$ cat config.mk
export PLATFORM = sky130hd
export DESIGN_NAME = efcs_ctrl
export DESIGN_NICKNAME = d
export VERILOG_FILES = /design/src/hdl/efcs_pkg.sv /design/src/hdl/efcs_ctrl.sv
export SDC_FILE = /design/constraint.sdc
export NUM_CORES = 1
export LEC_CHECK = 0
export BUFFER_PORTS_ARGS = -buffer_cell sky130_fd_sc_hd__buf_2
export CAP_MARGIN = 0
export CORE_AREA = 10 10 47 49
export CTS_BUF_LIST = sky130_fd_sc_hd__clkbuf_4 sky130_fd_sc_hd__clkbuf_8
export DETAILED_ROUTE_END_ITERATION = 8
export DIE_AREA = 0 0 57 59
export PLACE_DENSITY_LB_ADDON = 0.25
export SLEW_MARGIN = 25
export SYNTH_ARGS = -nofsm -noshare
export SYNTH_HDL_FRONTEND = slang
export SYNTH_SLANG_ARGS = --single-unit
$ cat constraint.sdc
create_clock -name clk -period 1.7 [get_ports clk]
set_input_delay 0.17 -clock clk [delete_from_list [all_inputs] [get_ports clk]]
set_output_delay 0.17 -clock clk [all_outputs]
set_load 0.02 [all_outputs]
$ cat src/hdl/efcs_pkg.sv
// shared types and constants for the four-center search
package efcs_pkg;
    localparam int MAX_PTS_DEF = 64;
    localparam int CRD_W = 16;
    localparam int DSQ_W = 33;
    localparam int ROOT_W = 17;
    localparam int IDX_W = 11;
    localparam int CNT_W = 12;
    localparam int TRY_W = 40;
    localparam int STAT_W = 2;

    localparam logic [STAT_W-1:0] ST_OK = 2'd0;
    localparam logic [STAT_W-1:0] ST_FEW = 2'd1;
    localparam logic [STAT_W-1:0] ST_OVF = 2'd2;

    typedef struct packed {
        logic store;
        logic first;
        logic root_go;
    } efcs_cmd_t;

    typedef struct packed {
        logic ovf;
        logic few;
        logic search_done;
        logic root_done;
    } efcs_sts_t;
endpackage

$ cat src/hdl/efcs_ctrl.sv
// control state machine for load, search, root and output
module efcs_ctrl
    import efcs_pkg::*;
(
    input  logic                clk,
    input  logic                rst_n,
    input  logic                in_valid,
    input  logic                last_point,
    output logic                in_stall,
    input  logic                out_stall,
    output logic                out_valid,
    output logic [STAT_W-1:0]   out_status,
    output efcs_cmd_t           cmd,
    input  efcs_sts_t           sts
);
    typedef enum logic [4:0] {
        S_LOAD = 5'b00001,
        S_SRCH = 5'b00010,
        S_ROOT = 5'b00100,
        S_OUT  = 5'b01000,
        S_WAIT = 5'b10000
    } state_t;

    state_t state_reg, state_next;
    logic [STAT_W-1:0] stat_reg, stat_next;
    logic acc;

    assign in_stall = (state_reg != S_LOAD);
    assign acc = in_valid && !in_stall;
    assign out_valid = (state_reg == S_OUT);
    assign out_status = stat_reg;

    always_comb
    begin
        state_next = state_reg;
        stat_next = stat_reg;
        cmd = '0;
        case (state_reg)
            S_LOAD:
            begin
                if (acc)
                begin
                    cmd.store = 1'b1;
                    if (last_point)
                    begin
                        state_next = S_WAIT;
                    end
                end
            end
            S_WAIT:
            begin
                if (sts.ovf)
                begin
                    stat_next = ST_OVF;
                    state_next = S_OUT;
                end
                else if (sts.few)
                begin
                    stat_next = ST_FEW;
                    state_next = S_OUT;
                end
                else
                begin
                    stat_next = ST_OK;
                    cmd.first = 1'b1;
                    state_next = S_SRCH;
                end
            end
            S_SRCH:
            begin
                if (sts.search_done)
                begin
                    state_next = S_ROOT;
                end
            end
            S_ROOT:
            begin
                cmd.root_go = 1'b1;
                if (sts.root_done)
                begin
                    state_next = S_OUT;
                end
            end
            S_OUT:
            begin
                if (!out_stall)
                begin
                    state_next = S_LOAD;
                end
            end
            default:
            begin
                state_next = S_LOAD;
            end
        endcase
    end

    always_ff @(posedge clk or negedge rst_n)
    begin
        if (!rst_n)
        begin
            state_reg <= S_LOAD;
            stat_reg <= ST_OK;
        end
        else
        begin
            state_reg <= state_next;
            stat_reg <= stat_next;
        end
    end
endmodule

==> impl_summary.txt <==
----------------------------------------------------
[Layout]
  Most common cell after layout, fill and taps aside ... buf_2
  Area added between synthesis and finish ... 40.5%
  Max FFs per register ... 5
  Final Cell Area ... 529 µm²
  Highest-count cells in the layout ignoring fill and taps ... buf_2, dfrtp_1, nor2_1, clkbuf_4
  Number of nets in the layout ... 69
  Total inserted antenna cells ... 0
  Final Instance Count excl. Fillers ... 75
  Share of post-route cells with drive strength above 1 ... approximately 46%

[Worst setup path]
  Worst Setup Path Type ... flop to primary output
  Worst Path Arrival ... 1460 ps
  Peak fanout along the critical path ... 6
  CP endpoint kind ... primary output
  Crit path launch type ... flop
  Required time at the endpoint of the critical path ... 1530 ps

[Placement]
  Total half-perimeter wirelength after legalization and detailed placement ... 769 µm
  Number of buffer cells added on primary ports ... 15
  Placed insts ... 70
  Final weighted congestion of routability-driven global placement ... 0.767
  Cell area after placement ... 472 µm²

[Timing]
  Final critical delay including setup and external delays ... 1630 ps
  Worst-case headroom to the max-slew limit ... between 70 and 80%
  Max Clock Freq ... 0.614 GHz
  Final Cycle Share ... 95.8%
  Transition time of the tightest slew-check pin ... 307 ps
  Number of endpoints with negative hold slack in the final report ... 0
  Worst clock skew ... about 2.1 ps
  Final max-slew violation count ... 0
  Final number of setup-violating endpoints ... 0

[Logic synthesis]
  Sequential share of the synthesized area ... 46.8%
  Yosys warning count ... 0
  Count of state elements after synthesis ... 7
  Total nets after synthesis ... 48
  Cell variety after synth ... 21
  Average size of a mapped cell ... 9.66 µm²
  Cells after Synth ... 39
  Cell area after technology mapping ... 377 µm²
  Area share of the largest cell type after synthesis ... 39.9%
  Dominant cell type by area after synthesis ... dfrtp_1
  Leading cell types by total area after synthesis ... dfrtp_1, dfstp_2, nor3_2

[Die]
  Core area ... 1400 µm²
  Die width ... roughly 57 µm
  Number of cell rows ... 14
  Floorplan die height ... 59 µm
  Initial cell density of the core ... 26.9%
  Top Ports ... 16
  Area of the die ... 3360 µm²

[Global routing]
  Leftover overflow at the end of global routing ... 0
  Total global routing track utilization ... 5.64%
  Antenna violations before repair ... 0
  Largest net degree at the start of global routing ... 8
  Number of global-route vias before repair ... 338
  First-pass GRT wire length ... roughly 1.4 mm

[Clock tree]
  Setup bufs post-CTS ... 0
  Clock latency on the worst-skew pair ... 250 ps
  Clock tree from TritonCTS ... yes
  Deepest clock path buffer count ... 2
  CTS sink count ... 7
  CTS clk-pin slew, worst paths ... 50 ps
  Htree depth ... 1
  Root cell of the clock tree ... clkbuf_4
  Number of buffers created by CTS ... 3

[Routing]
  Antenna violation net count after detailed routing ... 0
  Vias ... 355
  Routed WL ... about 980 µm
  Drc violations ... 0
  Mean number of vias per cell ... 4.73
  Drt first pass iters ... 4
  Average routed wire per standard cell ... around 13 µm
  Iteration-0 DRC count of the detailed router ... 8

[Min path]
  Type of the most critical hold path ... primary input to flop

[Outcome]
  Run status ... completed

[Power]
  Overall power ... 871 µW
  Lkg Pwr ... roughly 0.27 nW
  Power Density ... about 1600 nW/µm²
  Maximum vdd ir drop ... 766 µV

[Run]
  Max-cap check violation count ... 0

----------------------------------------------------
-- worst paths after layout --
path / endpoint / cells past startpoint / slack, ps / from
worst max register to register: out_status[1] / 3 / 350 / state_reg[1]
min in group asynchronous: state_reg[4] / 2 / 290 / rst_n
worst max-delay path: cmd[1] / 4 / 70 / state_reg[1]
worst min-delay path: out_status[1] / 2 / 190 / sts[3]
worst min register to register: out_status[0] / 2 / 490 / out_status[0]
max in group asynchronous: state_reg[0] / 2 / 1180 / rst_n
-- cell type report --
class	instances	area [µm²]
clock buffer	4	30.0
fill	160	872
sequential	7	178
timing repair buffer	16	87.6
multi-input combinational	31	210
tap	16	20.0
inverter	1	3.75
-- what timing repair did --
| action | in CTS | in global routing |
|---|---|---|
| hold buffers | 1 | 0 |
| endpoints found under the setup margin | 0 | 2 |
| hold endpoints to repair | 7 | 0 |
| gates resized for setup | 0 | 4 |
-- cell usage after synthesis, drive strengths merged --
library cell and n:
and3b 1, inv 1, nand2 4, nor3 3, dfstp 1, and2b 1, nor4 1, nand4b 1
dfrtp 6, nand4 2, o21a 1, and3 1, nand3 3, nor2 4, o21ai 4, nand3b 2
mux2 1, nand2b 2
-- stage by stage --
step	hold slack, ps	setup TNS (ps)	utilization, %	worst slack [ps]
after global placement	13.6	0	33.7	327
after detailed placement	14.1	0	33.7	314
after floorplan	-126	0	-	358
after global routing	194	-16.3	37.8	-16.3
after CTS	170	0	36.5	35.1
final	187	0	37.8	71.3
-- per-layer routing --
metal	routed length [µm]	up-vias	part of all wire (%)	GRT usage, %
met5	0	-	0	0
met4	0	0	0	5.03
met3	49	0	5.0	2.36
met2	446	13	46	7.44
met1	482	162	49	6.72
li1	-	180	-	-
-- where the power goes --
| group | internal [mW] | total (mW) | switching (mW) |
|---|---|---|---|
| logic | 0.164 | 0.404 | 0.241 |
| clock network | 0.105 | 0.164 | 0.0586 |
| registers | 0.235 | 0.303 | 0.0677 |
-- logic make-up (layout without fill, tap and decap cells) --
logic type	count (synthesis)	after routing	synth area share, %
multiplexers	1	1	2.99
AO/OA/AOI/OAI	5	5	7.31
flip-flops	7	7	46.8
AND/OR/NAND/NOR	25	25	41.9
buffers and inverters	1	21	0.996
-- critical path, cell delays in order, from the launching register on --
cell	delay [ps]
dfrtp_2	440
nor4_4	320
nand2_2	150
nor3_2	140
buf_4	160
Note: power is estimated with default switching activity, not from simulation.
